## src/rtl/kmps_pkg.sv

```systemverilog
// Package for the killer move priority sorter: types, codes and constants.
// Holds the compare-and-swap network tables used by the sorting back end.
// No dependencies.
package kmps_pkg;

   localparam int ORDER_W = 21;
   localparam int MOVE_W  = 3;
   localparam int SCORE_W = 4;
   localparam int DEPTH_W = 6;
   localparam int SLOTS   = 7;

   localparam logic [MOVE_W-1:0]  MOVE_NONE     = 3'd7;
   localparam logic [SCORE_W-1:0] KILLER_SCORE  = 4'd10;
   localparam logic [SCORE_W-1:0] CACHED_SCORE  = 4'd11;
   localparam logic [ORDER_W-1:0] ORDER_RESET   = 21'd1754760;

   typedef enum logic [1:0] {
      MODE_CLEAR   = 2'd0,
      MODE_RECORD  = 2'd1,
      MODE_REORDER = 2'd2
   } kmps_mode_type;

   // One reorder request as it travels from the front end to the sorter.
   typedef struct packed {
      logic [MOVE_W-1:0] killer;
      logic [MOVE_W-1:0] cached;
   } kmps_job_type;

   typedef struct packed {
      logic [2:0] a;
      logic [2:0] b;
   } kmps_pair_type;

   localparam kmps_pair_type NET7 [16] = '{
      '{3'd1, 3'd2}, '{3'd0, 3'd2}, '{3'd0, 3'd1}, '{3'd3, 3'd4},
      '{3'd5, 3'd6}, '{3'd3, 3'd5}, '{3'd4, 3'd6}, '{3'd4, 3'd5},
      '{3'd0, 3'd4}, '{3'd0, 3'd3}, '{3'd1, 3'd5}, '{3'd2, 3'd6},
      '{3'd2, 3'd5}, '{3'd1, 3'd3}, '{3'd2, 3'd4}, '{3'd2, 3'd3}
   };

   localparam kmps_pair_type NET6 [12] = '{
      '{3'd1, 3'd2}, '{3'd0, 3'd2}, '{3'd0, 3'd1}, '{3'd4, 3'd5},
      '{3'd3, 3'd5}, '{3'd3, 3'd4}, '{3'd0, 3'd3}, '{3'd1, 3'd4},
      '{3'd2, 3'd5}, '{3'd2, 3'd4}, '{3'd1, 3'd3}, '{3'd2, 3'd3}
   };

   localparam kmps_pair_type NET5 [9] = '{
      '{3'd0, 3'd1}, '{3'd3, 3'd4}, '{3'd2, 3'd4}, '{3'd2, 3'd3},
      '{3'd0, 3'd3}, '{3'd0, 3'd2}, '{3'd1, 3'd4}, '{3'd1, 3'd3},
      '{3'd1, 3'd2}
   };

   function automatic int net_len(input int n);
      case (n)
         7:       net_len = 16;
         6:       net_len = 12;
         default: net_len = 9;
      endcase
   endfunction

   function automatic kmps_pair_type net_pair(input logic [2:0] n, input logic [3:0] k);
      case (n)
         3'd7:    net_pair = NET7[k];
         3'd6:    net_pair = NET6[k];
         default: net_pair = NET5[k];
      endcase
   endfunction

endpackage

```

## src/rtl/kmps_if.sv

```systemverilog
// Channel interfaces of the killer move priority sorter: request, response, register write.
// Depends on kmps_pkg for the field widths.
interface kmps_req_if;
   import kmps_pkg::*;
   logic                valid;
   logic                ready;
   logic [1:0]          mode;
   logic [DEPTH_W-1:0]  depth;
   logic [MOVE_W-1:0]   move;
   modport source (output valid, output mode, output depth, output move, input ready);
   modport sink   (input valid, input mode, input depth, input move, output ready);
endinterface

interface kmps_rsp_if;
   import kmps_pkg::*;
   logic               valid;
   logic               ready;
   logic [MOVE_W-1:0]  slot_0;
   logic [MOVE_W-1:0]  slot_1;
   logic [MOVE_W-1:0]  slot_2;
   logic [MOVE_W-1:0]  slot_3;
   logic [MOVE_W-1:0]  slot_4;
   logic [MOVE_W-1:0]  slot_5;
   logic [MOVE_W-1:0]  slot_6;
   modport source (output valid, output slot_0, output slot_1, output slot_2, output slot_3,
                   output slot_4, output slot_5, output slot_6, input ready);
   modport sink   (input valid, input slot_0, input slot_1, input slot_2, input slot_3,
                   input slot_4, input slot_5, input slot_6, output ready);
endinterface

interface kmps_csr_if;
   import kmps_pkg::*;
   logic                valid;
   logic                ready;
   logic [ORDER_W-1:0]  data;
   modport source (output valid, output data, input ready);
   modport sink   (input valid, input data, output ready);
endinterface

```

## src/rtl/kmps_front.sv

```systemverilog
// Front end: accepts request beats, keeps the killer table and looks up killers.
// Depends on kmps_pkg and kmps_req_if.
module kmps_front #(
   parameter int MAX_DEPTH = 63
) (
   input  logic                  clock,
   input  logic                  reset,
   kmps_req_if.sink              req,
   output logic                  push_valid,
   output kmps_pkg::kmps_job_type push_job,
   input  logic                  push_ready
);
   import kmps_pkg::*;

   localparam int TABLE_DEPTH = MAX_DEPTH + 1;
   localparam int AW = $clog2(TABLE_DEPTH);
   localparam logic [7:0] MAX_D = 8'(MAX_DEPTH);

   logic [MOVE_W-1:0]       table_mem [TABLE_DEPTH];
   logic [TABLE_DEPTH-1:0]  vld_ff, vld_in;
   logic [MOVE_W-1:0]       rd_data_ff;
   logic                    s1_valid_ff, s1_valid_in;
   logic                    s1_hit_ff;
   logic [MOVE_W-1:0]       s1_move_ff;
   logic [AW-1:0]           addr;
   logic                    in_range;
   logic                    accept;
   logic                    is_clear, is_record, is_reorder;

   assign addr      = AW'(req.depth);
   assign in_range  = ({2'b00, req.depth} <= MAX_D);
   assign req.ready = !s1_valid_ff || push_ready;
   assign accept    = req.valid && req.ready;

   always_comb begin
      is_clear   = 1'b0;
      is_record  = 1'b0;
      is_reorder = 1'b0;
      unique case (req.mode)
         MODE_CLEAR:   is_clear   = 1'b1;
         MODE_RECORD:  is_record  = 1'b1;
         MODE_REORDER: is_reorder = 1'b1;
         default:      ;
      endcase
   end

   // Valid bits stand in for the table's reset value; a clear wipes them all at once.
   always_comb begin
      vld_in = vld_ff;
      if (accept && is_clear) begin
         vld_in = '0;
      end else if (accept && is_record && in_range) begin
         vld_in[addr] = 1'b1;
      end
   end

   always_comb begin
      s1_valid_in = s1_valid_ff;
      if (accept) begin
         s1_valid_in = is_reorder;
      end else if (push_ready) begin
         s1_valid_in = 1'b0;
      end
   end

   always_ff @(posedge clock) begin
      if (reset) begin
         vld_ff      <= '0;
         s1_valid_ff <= 1'b0;
      end else begin
         vld_ff      <= vld_in;
         s1_valid_ff <= s1_valid_in;
      end
   end

   always_ff @(posedge clock) begin
      if (accept && is_record && in_range) begin
         table_mem[addr] <= req.move;
      end
   end

   always_ff @(posedge clock) begin
      if (accept && is_reorder) begin
         rd_data_ff <= table_mem[addr];
         s1_hit_ff  <= in_range && vld_ff[addr];
         s1_move_ff <= req.move;
      end
   end

   assign push_valid      = s1_valid_ff;
   assign push_job.killer = s1_hit_ff ? rd_data_ff : MOVE_NONE;
   assign push_job.cached = s1_move_ff;

   a_clear_wipes: assert property (@(posedge clock) disable iff (reset)
      accept && is_clear |=> vld_ff == '0)
      else $error("killer valid bits survive a clear");

   a_stage_holds: assert property (@(posedge clock) disable iff (reset)
      s1_valid_ff && !push_ready |=> s1_valid_ff && $stable(push_job))
      else $error("lookup stage lost its job while the queue was full");

   a_reorder_loads: assert property (@(posedge clock) disable iff (reset)
      accept && is_reorder |=> s1_valid_ff)
      else $error("accepted reorder beat did not reach the lookup stage");

endmodule

```

## src/rtl/kmps_queue.sv

```systemverilog
// Two-entry queue between the lookup front end and the sorting back end.
// Depends on kmps_pkg for the job type.
module kmps_queue (
   input  logic                  clock,
   input  logic                  reset,
   input  logic                  push_valid,
   input  kmps_pkg::kmps_job_type push_job,
   output logic                  push_ready,
   output logic                  pop_valid,
   output kmps_pkg::kmps_job_type pop_job,
   input  logic                  pop_ready
);
   import kmps_pkg::*;

   kmps_job_type  mem_ff [2];
   logic          wr_ptr_ff, wr_ptr_in;
   logic          rd_ptr_ff, rd_ptr_in;
   logic [1:0]    count_ff, count_in;
   logic          push, pop;

   assign push_ready = (count_ff != 2'd2);
   assign pop_valid  = (count_ff != 2'd0);
   assign pop_job    = mem_ff[rd_ptr_ff];
   assign push       = push_valid && push_ready;
   assign pop        = pop_valid && pop_ready;

   always_comb begin
      wr_ptr_in = push ? !wr_ptr_ff : wr_ptr_ff;
      rd_ptr_in = pop ? !rd_ptr_ff : rd_ptr_ff;
      count_in  = count_ff;
      if (push && !pop) begin
         count_in = count_ff + 2'd1;
      end else if (pop && !push) begin
         count_in = count_ff - 2'd1;
      end
   end

   always_ff @(posedge clock) begin
      if (reset) begin
         wr_ptr_ff <= 1'b0;
         rd_ptr_ff <= 1'b0;
         count_ff  <= 2'd0;
      end else begin
         wr_ptr_ff <= wr_ptr_in;
         rd_ptr_ff <= rd_ptr_in;
         count_ff  <= count_in;
      end
   end

   always_ff @(posedge clock) begin
      if (push) begin
         mem_ff[wr_ptr_ff] <= push_job;
      end
   end

   a_count_bound: assert property (@(posedge clock) disable iff (reset)
      count_ff <= 2'd2)
      else $error("queue count beyond its depth");

   a_count_grows: assert property (@(posedge clock) disable iff (reset)
      push && !pop |=> count_ff == $past(count_ff) + 2'd1)
      else $error("queue count missed a push");

   a_ptr_match: assert property (@(posedge clock) disable iff (reset)
      (count_ff == 2'd0 || count_ff == 2'd2) |-> wr_ptr_ff == rd_ptr_ff)
      else $error("queue pointers disagree with the count");

endmodule

```

## src/rtl/kmps_back.sv

```systemverilog
// Back end: scores the moves of one job, runs the sorting network, holds the response.
// Depends on kmps_pkg and kmps_rsp_if.
module kmps_back #(
   parameter int NUM_MOVES = 7
) (
   input  logic                          clock,
   input  logic                          reset,
   input  logic                          pop_valid,
   input  kmps_pkg::kmps_job_type        pop_job,
   output logic                          pop_ready,
   input  logic [kmps_pkg::ORDER_W-1:0]  static_order,
   kmps_rsp_if.source                    rsp
);
   import kmps_pkg::*;

   localparam int NET_LEN = net_len(NUM_MOVES);

   logic [SCORE_W-1:0] sc [SLOTS];
   logic [MOVE_W-1:0]  mv [SLOTS];
   logic [MOVE_W-1:0]  slot_in [SLOTS];
   logic [MOVE_W-1:0]  slot_ff [SLOTS];
   logic               out_valid_ff, out_valid_in;
   logic               take;

   assign pop_ready = !out_valid_ff || rsp.ready;
   assign take      = pop_valid && pop_ready;

   always_comb begin
      logic [MOVE_W-1:0]  slot_move;
      kmps_pair_type      pr;
      logic [SCORE_W-1:0] ts;
      logic [MOVE_W-1:0]  tm;
      slot_move = '0;
      pr        = '0;
      ts        = '0;
      tm        = '0;
      for (int i = 0; i < SLOTS; i++) begin
         sc[i] = '0;
         mv[i] = MOVE_W'(i);
      end
      // Later slots win when the order names a move twice.
      for (int i = 0; i < NUM_MOVES; i++) begin
         slot_move = static_order[MOVE_W*i +: MOVE_W];
         for (int m = 0; m < NUM_MOVES; m++) begin
            if (slot_move == MOVE_W'(m)) begin
               sc[m] = SCORE_W'(NUM_MOVES - i);
            end
         end
      end
      for (int i = 0; i < NUM_MOVES; i++) begin
         if (pop_job.killer == MOVE_W'(i)) begin
            sc[i] = KILLER_SCORE;
         end
         if (pop_job.cached == MOVE_W'(i)) begin
            sc[i] = CACHED_SCORE;
         end
      end
      for (int k = 0; k < NET_LEN; k++) begin
         pr = net_pair(3'(NUM_MOVES), 4'(k));
         if (sc[pr.a] < sc[pr.b]) begin
            ts = sc[pr.a]; sc[pr.a] = sc[pr.b]; sc[pr.b] = ts;
            tm = mv[pr.a]; mv[pr.a] = mv[pr.b]; mv[pr.b] = tm;
         end
      end
      for (int i = 0; i < SLOTS; i++) begin
         slot_in[i] = (i < NUM_MOVES) ? mv[i] : '0;
      end
   end

   always_comb begin
      out_valid_in = out_valid_ff;
      if (take) begin
         out_valid_in = 1'b1;
      end else if (rsp.ready) begin
         out_valid_in = 1'b0;
      end
   end

   always_ff @(posedge clock) begin
      if (reset) begin
         out_valid_ff <= 1'b0;
      end else begin
         out_valid_ff <= out_valid_in;
      end
   end

   always_ff @(posedge clock) begin
      if (take) begin
         slot_ff <= slot_in;
      end
   end

   assign rsp.valid  = out_valid_ff;
   assign rsp.slot_0 = slot_ff[0];
   assign rsp.slot_1 = slot_ff[1];
   assign rsp.slot_2 = slot_ff[2];
   assign rsp.slot_3 = slot_ff[3];
   assign rsp.slot_4 = slot_ff[4];
   assign rsp.slot_5 = slot_ff[5];
   assign rsp.slot_6 = slot_ff[6];

   a_take_shows: assert property (@(posedge clock) disable iff (reset)
      take |=> out_valid_ff)
      else $error("sorted beat dropped after being taken from the queue");

   a_no_take_busy: assert property (@(posedge clock) disable iff (reset)
      out_valid_ff && !rsp.ready |-> !take)
      else $error("queue popped into a stalled response register");

   a_rsp_holds: assert property (@(posedge clock) disable iff (reset)
      rsp.valid && !rsp.ready |=> rsp.valid &&
         $stable({rsp.slot_0, rsp.slot_1, rsp.slot_2, rsp.slot_3,
                  rsp.slot_4, rsp.slot_5, rsp.slot_6}))
      else $error("stalled response beat changed before it was taken");

endmodule

```

## src/rtl/killer_move_priority_sorter_top.sv

```systemverilog
// Top level of the killer move priority sorter: configuration register and the three parts.
// Depends on kmps_pkg, the interfaces in kmps_if, kmps_front, kmps_queue and kmps_back.
//
// Use: the search engine sends request beats on req_chan. A clear beat (mode 0) forgets
// every killer, a record beat (mode 1) stores move as the killer of its depth, and a reorder
// beat (mode 2) asks for the NUM_MOVES moves sorted by priority, with move as the cached
// move. Only a reorder beat produces a response beat on rsp_chan; slot_0 is the highest
// priority move and slots at or above NUM_MOVES read zero. Mode 3 is accepted and ignored.
// The csr_chan port writes the static order, seven 3-bit slots; it is always ready and must
// be written only while the block is idle.
// A reorder request passes the killer table read into the lookup stage, then the queue,
// then the sorting network into the response register. Throughput is one beat per cycle
// while the receiver keeps ready high; the single-port killer table read and the one-stage
// sorting network set that figure. A two-entry queue parts the front end from the sorter.
// Reset: the killer table reads as empty at once (valid bits are cleared, no sweep), the
// static order returns to slot i holding move i, and no response is pending.
// When the receiver stalls, the held response stays on rsp_chan, the queue fills, and only
// then does req_chan drop ready.
module killer_move_priority_sorter_top #(
   parameter int NUM_MOVES = 7,
   parameter int MAX_DEPTH = 63
) (
   input  logic       clock,
   input  logic       reset,
   kmps_req_if.sink   req_chan,
   kmps_rsp_if.source rsp_chan,
   kmps_csr_if.sink   csr_chan
);
   import kmps_pkg::*;

   logic [ORDER_W-1:0] order_ff, order_in;
   logic               push_valid, push_ready;
   kmps_job_type       push_job;
   logic               pop_valid, pop_ready;
   kmps_job_type       pop_job;

   // The register port never stalls.
   assign csr_chan.ready = 1'b1;
   assign order_in = (csr_chan.valid && csr_chan.ready) ? csr_chan.data : order_ff;

   always_ff @(posedge clock) begin
      if (reset) begin
         order_ff <= ORDER_RESET;
      end else begin
         order_ff <= order_in;
      end
   end

   // Front end: classifies beats, updates the killer table and reads the killer per job.
   kmps_front #(
      .MAX_DEPTH (MAX_DEPTH)
   ) u_front (
      .clock      (clock),
      .reset      (reset),
      .req        (req_chan),
      .push_valid (push_valid),
      .push_job   (push_job),
      .push_ready (push_ready)
   );

   kmps_queue u_queue (
      .clock      (clock),
      .reset      (reset),
      .push_valid (push_valid),
      .push_job   (push_job),
      .push_ready (push_ready),
      .pop_valid  (pop_valid),
      .pop_job    (pop_job),
      .pop_ready  (pop_ready)
   );

   // Back end: scoring, sorting network and the response register.
   kmps_back #(
      .NUM_MOVES (NUM_MOVES)
   ) u_back (
      .clock        (clock),
      .reset        (reset),
      .pop_valid    (pop_valid),
      .pop_job      (pop_job),
      .pop_ready    (pop_ready),
      .static_order (order_ff),
      .rsp          (rsp_chan)
   );

endmodule

```

## src/flat_wrapper.sv

```systemverilog
// flat-port wrapper written by rule: the top's interface ports become plain ports
module killer_move_priority_sorter_top_flat import kmps_pkg::*;
#(
   parameter int NUM_MOVES = 7,
   parameter int MAX_DEPTH = 63
)
  (clock, reset, req_chan_valid, req_chan_mode, req_chan_depth, req_chan_move, req_chan_ready, rsp_chan_valid, rsp_chan_slot_0, rsp_chan_slot_1, rsp_chan_slot_2, rsp_chan_slot_3, rsp_chan_slot_4, rsp_chan_slot_5, rsp_chan_slot_6, rsp_chan_ready, csr_chan_valid, csr_chan_data, csr_chan_ready);
  kmps_req_if req_chan_i ();
  kmps_rsp_if rsp_chan_i ();
  kmps_csr_if csr_chan_i ();
  input  logic clock;
  input  logic reset;
  input wire logic [$bits(req_chan_i.valid)-1:0] req_chan_valid;
  input wire logic [$bits(req_chan_i.mode)-1:0] req_chan_mode;
  input wire logic [$bits(req_chan_i.depth)-1:0] req_chan_depth;
  input wire logic [$bits(req_chan_i.move)-1:0] req_chan_move;
  output wire logic [$bits(req_chan_i.ready)-1:0] req_chan_ready;
  output wire logic [$bits(rsp_chan_i.valid)-1:0] rsp_chan_valid;
  output wire logic [$bits(rsp_chan_i.slot_0)-1:0] rsp_chan_slot_0;
  output wire logic [$bits(rsp_chan_i.slot_1)-1:0] rsp_chan_slot_1;
  output wire logic [$bits(rsp_chan_i.slot_2)-1:0] rsp_chan_slot_2;
  output wire logic [$bits(rsp_chan_i.slot_3)-1:0] rsp_chan_slot_3;
  output wire logic [$bits(rsp_chan_i.slot_4)-1:0] rsp_chan_slot_4;
  output wire logic [$bits(rsp_chan_i.slot_5)-1:0] rsp_chan_slot_5;
  output wire logic [$bits(rsp_chan_i.slot_6)-1:0] rsp_chan_slot_6;
  input wire logic [$bits(rsp_chan_i.ready)-1:0] rsp_chan_ready;
  input wire logic [$bits(csr_chan_i.valid)-1:0] csr_chan_valid;
  input wire logic [$bits(csr_chan_i.data)-1:0] csr_chan_data;
  output wire logic [$bits(csr_chan_i.ready)-1:0] csr_chan_ready;
  assign req_chan_i.valid = req_chan_valid;
  assign req_chan_i.mode = req_chan_mode;
  assign req_chan_i.depth = req_chan_depth;
  assign req_chan_i.move = req_chan_move;
  assign req_chan_ready = req_chan_i.ready;
  assign rsp_chan_valid = rsp_chan_i.valid;
  assign rsp_chan_slot_0 = rsp_chan_i.slot_0;
  assign rsp_chan_slot_1 = rsp_chan_i.slot_1;
  assign rsp_chan_slot_2 = rsp_chan_i.slot_2;
  assign rsp_chan_slot_3 = rsp_chan_i.slot_3;
  assign rsp_chan_slot_4 = rsp_chan_i.slot_4;
  assign rsp_chan_slot_5 = rsp_chan_i.slot_5;
  assign rsp_chan_slot_6 = rsp_chan_i.slot_6;
  assign rsp_chan_i.ready = rsp_chan_ready;
  assign csr_chan_i.valid = csr_chan_valid;
  assign csr_chan_i.data = csr_chan_data;
  assign csr_chan_ready = csr_chan_i.ready;
  killer_move_priority_sorter_top #(.NUM_MOVES(NUM_MOVES), .MAX_DEPTH(MAX_DEPTH)) u_core (.clock(clock), .reset(reset), .req_chan(req_chan_i), .rsp_chan(rsp_chan_i), .csr_chan(csr_chan_i));
endmodule
```

## config.mk

```make
export PLATFORM = sky130hd
export DESIGN_NAME = killer_move_priority_sorter_top_flat
export DESIGN_NICKNAME = d
export VERILOG_FILES = /design/src/rtl/kmps_pkg.sv /design/src/rtl/kmps_if.sv /design/src/rtl/kmps_front.sv /design/src/rtl/kmps_queue.sv /design/src/rtl/kmps_back.sv /design/src/rtl/killer_move_priority_sorter_top.sv /design/src/flat_wrapper.sv
export SDC_FILE = /design/constraint.sdc
export NUM_CORES = 1
export LEC_CHECK = 0
export BUFFER_PORTS_ARGS = -buffer_cell sky130_fd_sc_hd__buf_2
export CAP_MARGIN = 15
export CORE_MARGIN = 2
export CORE_UTILIZATION = 45
export DETAILED_ROUTE_END_ITERATION = 7
export PLACE_DENSITY = 0.59
export REMOVE_ABC_BUFFERS = 1
export SETUP_SLACK_MARGIN = 0.3
export SLEW_MARGIN = 0
export SYNTH_ARGS = -nofsm -noshare
export SYNTH_HDL_FRONTEND = slang
export SYNTH_SLANG_ARGS = --single-unit
```

## constraint.sdc

```tcl
create_clock -name clock -period 12.1 [get_ports clock]
set_input_delay 1.815 -clock clock [delete_from_list [all_inputs] [get_ports clock]]
set_output_delay 1.815 -clock clock [all_outputs]
set_load 0.02 [all_outputs]
```

==> results of run 1 <==
## path summary, 6_finish.rpt
kind / startpoint / end / slack [ns]
max: u_core.order_ff[4] / u_core.u_back.rsp.slot_2[1] / 1.15
min: u_core.u_front.s1_move_ff[0] / u_core.u_queue.mem_ff[1][0] / 0.45
max reg2reg: u_core.order_ff[4] / u_core.u_back.rsp.slot_2[1] / 1.15
min reg2reg: u_core.u_front.s1_move_ff[0] / u_core.u_queue.mem_ff[1][0] / 0.45
## per-layer routing
metal | share of wire [%] | global-route usage [%]
met5 | 0 | 0
met4 | 3.1 | 7.937
met3 | 4.6 | 3.086
met2 | 49 | 40.35
met1 | 43 | 29.07
## worst register-to-register path, delay by kind of cell, from the launching register on
kind                     cells  cell delay, ns
AO/OA/AOI/OAI               15            3.41
buffers and inverters        3            0.33
flip-flops                   1            0.49
adder cells (fa/ha/maj)      7            1.99
AND/OR/NAND/NOR             15            2.72
multiplexers                 6            1.81
## what timing repair did
| item | in CTS | in global routing |
|---|---|---|
| buffers inserted | 0 | 3 |
| gates resized for setup | 0 | 16 |
| setup endpoints to repair | 0 | 6 |
| hold endpoints to repair | 0 | 0 |
## area by class of cell
cell class / count / area (um^2)
well taps: 511 / 639.4
repair buffers: 76 / 422.9
fillers: 3370 / 18460
clock inverters: 7 / 56.30
inverters: 79 / 296.5
clock buffers: 56 / 996.0
flip-flops and latches: 324 / 8811
multi-input cells: 1044 / 7717
## report_power, final
| part | switching, mW | leakage [nW] | internal, mW |
|---|---|---|---|
| Sequential | 0.0335 | 2.85 | 1.39 |
| Clock | 0.430 | 0.511 | 0.569 |
| Combinational | 2.06 | 3.60 | 1.62 |
## cells by family (layout without fill, tap and decap cells)
logic type,Yosys count,in the layout,share of synthesized area (%)
other cells,1,1,0.02205
compound gates,481,481,21.65
simple gates,400,400,12.43
fa+ha+maj,67,67,4.856
buf+inv,150,218,3.480
mux,91,91,5.548
xor+xnor,4,4,0.2061
flops,324,324,51.80
## state kept, by name (all words and copies together) (netlist names), named ones only
register,cells
u_core.u_front.push_valid,1
u_core.u_queue.rd_ptr_ff,1
u_core.u_front.rd_data_ff,3
u_core.u_back.rsp.slot_3,3
u_core.u_queue.mem_ff,12
u_core.u_back.rsp.valid,1
u_core.u_front.s1_move_ff,3
u_core.u_back.rsp.slot_1,3
u_core.u_back.rsp.slot_4,3
u_core.u_back.rsp.slot_0,3
u_core.u_queue.wr_ptr_ff,1
u_core.u_front.table_mem,192
u_core.u_back.rsp.slot_5,3
u_core.u_front.s1_hit_ff,1
u_core.u_back.rsp.slot_6,3
u_core.u_back.rsp.slot_2,3
u_core.order_ff,21
u_core.u_front.vld_ff,64
u_core.u_queue.count_ff,2
## per-stage QoR
stage	setup slack, ns	total power, mW
final	1.146	6.099
after global routing	0.3658	6.538
after CTS	0.3768	5.953
after detailed placement	0.3744	4.932
after global placement	0.7414	4.874
after floorplan	1.297	4.202
## cells in the final DEF, fill, tap and decap left out, types with 53 or more instances in the layout
master,count
nand2_1,71
mux2i_1,68
nor2_1,131
a22oi_1,84
o21a_1,73
ha_1,62
inv_1,79
edfxtp_1,232
dfxtp_1,90
buf_2,59
a21oi_1,53
==> flow_metrics.env, run 1 <==
export IMPL_clk_latency_ns=0.53
export IMPL_synth_ff_type="edfxtp_1"
export IMPL_fin_setup_tns_ns=0
export IMPL_area_growth_pct=11.38
export IMPL_fmax_ghz=0.09129
export IMPL_grt_pass1_vias=12130
export IMPL_dp_cells=2031
export IMPL_clk_path_buf_depth=3
export IMPL_cts_hold_buf=0
export IMPL_vias=12410
export IMPL_hold_violations=0
export IMPL_cp_max_fo=10
export IMPL_yosysUniqueCellTypes=101
export IMPL_reg2regPathDepth=46
export IMPL_status="complete, no violations"
export IMPL_clkSlewWorstSetupHoldPaths_ns=0.06
export IMPL_rows=71
export IMPL_cts_buffers_inserted=35
export IMPL_start_kind="flop"
export IMPL_die_w_um=198.4
export IMPL_ant_nets=0
export IMPL_grt_usage_pct=22.96
export IMPL_core_area_um2=37400
export IMPL_ios=61
export IMPL_power_density_nw_per_um2=322.0
export IMPL_crit_type="reg2reg"
export IMPL_wl_per_cell_um=21.29
export IMPL_required_ns=12.46
export IMPL_fin_crit_ns=10.95
export IMPL_fp_dieArea_um2=39360
export IMPL_synth_edff_count=232
export IMPL_cp_top_family="compound AO/OA/AOI/OAI gates"
export IMPL_dr_pass1_iters=6
export IMPL_slowest_delay_ns=0.49
export IMPL_antenna_found_initial=0
export IMPL_finalNonFillerCells=2097
export IMPL_cp_data_arrival_time_ns=11.31
export IMPL_die_h_um=198.4
export IMPL_post_route_period_util_pct=90.53
export IMPL_p_leak_nw=6.956
export IMPL_synth_area_um2=17010
export IMPL_gp_congestion=0.8898
export IMPL_drv_cap=0
export IMPL_cp_depth=46
export IMPL_avgSynthCellArea_um2=11.20
export IMPL_end_kind="flop"
export IMPL_max_slew_margin_pct=26.92
export IMPL_synth_warnings=0
export IMPL_final_area_um2=18940
export IMPL_path_buf_inv=3
export IMPL_skew_ns=0.01284
export IMPL_tritoncts="built"
export IMPL_yosys_area_top_type="edfxtp_1"
export IMPL_ys_seq_area_share_pct=51.80
export IMPL_port_buffers=59
export IMPL_peakVddDrop_mv=0.3390
export IMPL_drtIter0Drc=802
export IMPL_utilization_pct=50.64
export IMPL_cp_common_cell="ha_1"
export IMPL_numClockSinks=324
export IMPL_syn_inst=1518
export IMPL_setup_violations=0
export IMPL_drive_gt1_share_pct=13.11
export IMPL_nets=1659
export IMPL_ys_top_cells_by_count="edfxtp_1, nor2_1, dfxtp_1"
export IMPL_holdPathStages=0
export IMPL_grt_overflow=0
export IMPL_drc=0
export IMPL_placed_area_um2=17790
export IMPL_ys_ff_latch=324
export IMPL_rsz0062_at_grt="false"
export IMPL_slew_violations=0
export IMPL_htree_levels=2
export IMPL_grt_max_degree=66
export IMPL_hold_path_class="reg2reg"
export IMPL_initial_core_util_pct=45.47
export IMPL_wirelength_um=44640
export IMPL_grt_pass1_wl_um=68930
export IMPL_synth_most_common_cell="edfxtp_1"
export IMPL_hpwlAfterDp_um=30770
export IMPL_ys_async_sr_fraction_pct=0
export IMPL_clockRootBuffer="clkbuf_16"
export IMPL_synth_area_leaders="edfxtp_1, dfxtp_1, ha_1, mux2i_1, a22oi_1"
export IMPL_via_per_inst=5.920
export IMPL_diodes=0
export IMPL_worst_hold_slack_ns=0.4460
export IMPL_tightest_slew_ns=1.095
export IMPL_crit_slowest_cell="dfxtp_1"
export IMPL_synth_top_cell_area_share_pct=40.97
Note: power is estimated with default switching activity, not from simulation.
==> run 2, diff against run 1 <==
--- a/config.mk
+++ b/config.mk
@@ -7,10 +7,12 @@
 export LEC_CHECK = 0
 export BUFFER_PORTS_ARGS = -buffer_cell sky130_fd_sc_hd__buf_2
 export CAP_MARGIN = 15
+export CORE_ASPECT_RATIO = 2
 export CORE_MARGIN = 2
 export CORE_UTILIZATION = 45
 export DETAILED_ROUTE_END_ITERATION = 7
 export PLACE_DENSITY = 0.59
+export RECOVER_POWER = 25
 export REMOVE_ABC_BUFFERS = 1
 export SETUP_SLACK_MARGIN = 0.3
 export SLEW_MARGIN = 0
==> run 2 against run 1 <==
  * The flow now finishes with violations (capacitance limit, slew limit)
  * Via count is 1.8% higher
  * Clock skew is 0.0020 ns higher
  * Global-route usage increased by 2.4 points
  * Register-to-register slack worse by 0.18 ns
  * Clock-buffer cell count fell by 25
  * Flip-flop and latch count is the same
  * Critical endpoint unchanged
  * Core utilization shrank 0.47 points
  * Largest cell class unchanged
  * Sequential power barely moved
==> flow_metrics.env, run 2 (synthesis results as in run 1) <==
export IMPL_hpwlAfterDp_um=37220
export IMPL_post_route_period_util_pct=92.01
export IMPL_slowest_delay_ns=0.63
export IMPL_via_per_inst=6.196
export IMPL_crit_slowest_cell="dfxtp_1"
export IMPL_grt_usage_pct=25.37
export IMPL_fin_setup_tns_ns=0
export IMPL_rows=100
export IMPL_ios=61
export IMPL_hold_path_class="reg2reg"
export IMPL_final_common_cell="edfxtp_1"
export IMPL_htree_levels=1
export IMPL_wirelength_um=50720
export IMPL_slew_violations=228
export IMPL_required_ns=12.51
export IMPL_top_layer="met4"
export IMPL_grt_pass1_vias=12840
export IMPL_die_w_um=141.5
export IMPL_numClockSinks=324
export IMPL_cp_top_family="compound AO/OA/AOI/OAI gates"
export IMPL_grt_overflow=0
export IMPL_tritoncts="built"
export IMPL_area_growth_pct=10.01
export IMPL_route_met3_wl_um=1648
export IMPL_drv_cap=4
export IMPL_power_mw=6.060
export IMPL_antenna_found_initial=0
export IMPL_nFillCells=3402
export IMPL_max_slew_margin_pct=-100.4
export IMPL_cp_data_arrival_time_ns=11.54
export IMPL_largest_reg_flops=192
export IMPL_hold_violations=0
export IMPL_vias=12630
export IMPL_start_kind="flop"
export IMPL_final_cell_mix="edfxtp_1, nor2_1, dfxtp_1"
export IMPL_grt_pass1_wl_um=74900
export IMPL_wl_met1_um=16370
export IMPL_drtIter0Drc=811
export IMPL_dr_pass1_iters=5
export IMPL_clk_path_buf_depth=3
export IMPL_clk_latency_ns=0.56
export IMPL_tightest_slew_ns=3.006
export IMPL_fmax_ghz=0.08982
export IMPL_crit_type="reg2reg"
export IMPL_end_kind="flop"
export IMPL_cp_common_cell="ha_1"
export IMPL_cp_max_fo=11
export IMPL_reg_top3="u_core.u_front.table_mem x192, u_core.u_front.vld_ff x64, u_core.order_ff x21"
export IMPL_rsz0062_at_grt="false"
export IMPL_drc=0
export IMPL_skew_ns=0.01480
export IMPL_clockRootBuffer="clkbuf_16"
export IMPL_power_density_nw_per_um2=323.9
export IMPL_path_buf_inv=4
export IMPL_die_h_um=278.9
export IMPL_core_area_um2=37290
export IMPL_initial_core_util_pct=45.61
export IMPL_grt_max_degree=66
export IMPL_violations="capacitance limit, slew limit"
export IMPL_port_buffers=59
export IMPL_diodes=0
export IMPL_drive_gt1_share_pct=13.29
export IMPL_setup_violations=0
export IMPL_fin_crit_ns=11.13
export IMPL_p_leak_nw=6.878
export IMPL_clkSlewWorstSetupHoldPaths_ns=0.07
export IMPL_largest_register="u_core.u_front.table_mem"
export IMPL_gp_congestion=0.9436
export IMPL_fp_dieArea_um2=39450
export IMPL_r2r_slack_ns=0.97
export IMPL_cts_hold_buf=0
export IMPL_ant_nets=0
export IMPL_wl_per_cell_um=24.88
export IMPL_cts_buffers_inserted=28
export IMPL_route_met2_wl_um=28420
export IMPL_status="complete, but fails checks"
export IMPL_peakVddDrop_mv=0.2936
export IMPL_nets=1657
==> run 2: worst paths after layout <==
check,from,endpoint,cells after the start
setup / recovery,u_core.order_ff[7],u_core.u_back.rsp.slot_2[1],46
hold / removal,u_core.u_front.s1_move_ff[1],u_core.u_queue.mem_ff[1][1],0
setup reg to reg,u_core.order_ff[7],u_core.u_back.rsp.slot_2[1],46
hold reg to reg,u_core.u_front.s1_move_ff[1],u_core.u_queue.mem_ff[1][1],0
==> run 2: final cells by class <==
class	instances	area, um^2	area share [%]
Clock buffer	31	743.2	3.973
Clock inverter	21	112.6	0.6019
Inverter	79	296.5	1.585
Multi-Input combinational cell	1044	7724	41.29
Sequential cell	324	8810	47.09
Tap cell	459	574.3	3.070
Timing Repair Buffer	81	447.9	2.394
==> run 2: where the power goes <==
| part | internal, mW | switching, mW |
|---|---|---|
| Clock | 0.444 | 0.404 |
| Combinational | 1.65 | 2.14 |
| Sequential | 1.39 | 0.0327 |
| Total | 3.48 | 2.58 |
==> run 2: timing repair <==
| action | in CTS | in global routing |
|---|---|---|
| buffers inserted | 0 | 4 |
| endpoints found under the hold margin | 0 | 0 |
| gates resized for setup | 3 | 15 |
| pin swaps | 0 | 3 |
| setup endpoints to repair | 6 | 6 |
==> run 2: metrics by stage <==
step                area (um^2)  setup slack [ns]  std cells  hold slack [ns]  util, %
finish                    18710            0.9669       2039           0.4506    50.17
global route              18710            0.2584       2039           0.4570    50.17
floorplan                 16710             1.297       1447           0.4215        -
detailed placement        17750           0.02516       1983           0.4327    47.60
CTS                       18620            0.3445       2035           0.4506    49.93
global placement          17750            0.3237       1983           0.4329    47.60
==> run 2: per-layer routing <==
metal | vias up | global-route usage, %
li1 | 5930 | -
met3 | 168 | 2.470
met5 | - | 0
met1 | 6161 | 22.98
met4 | 0 | 19.23
met2 | 375 | 50.11
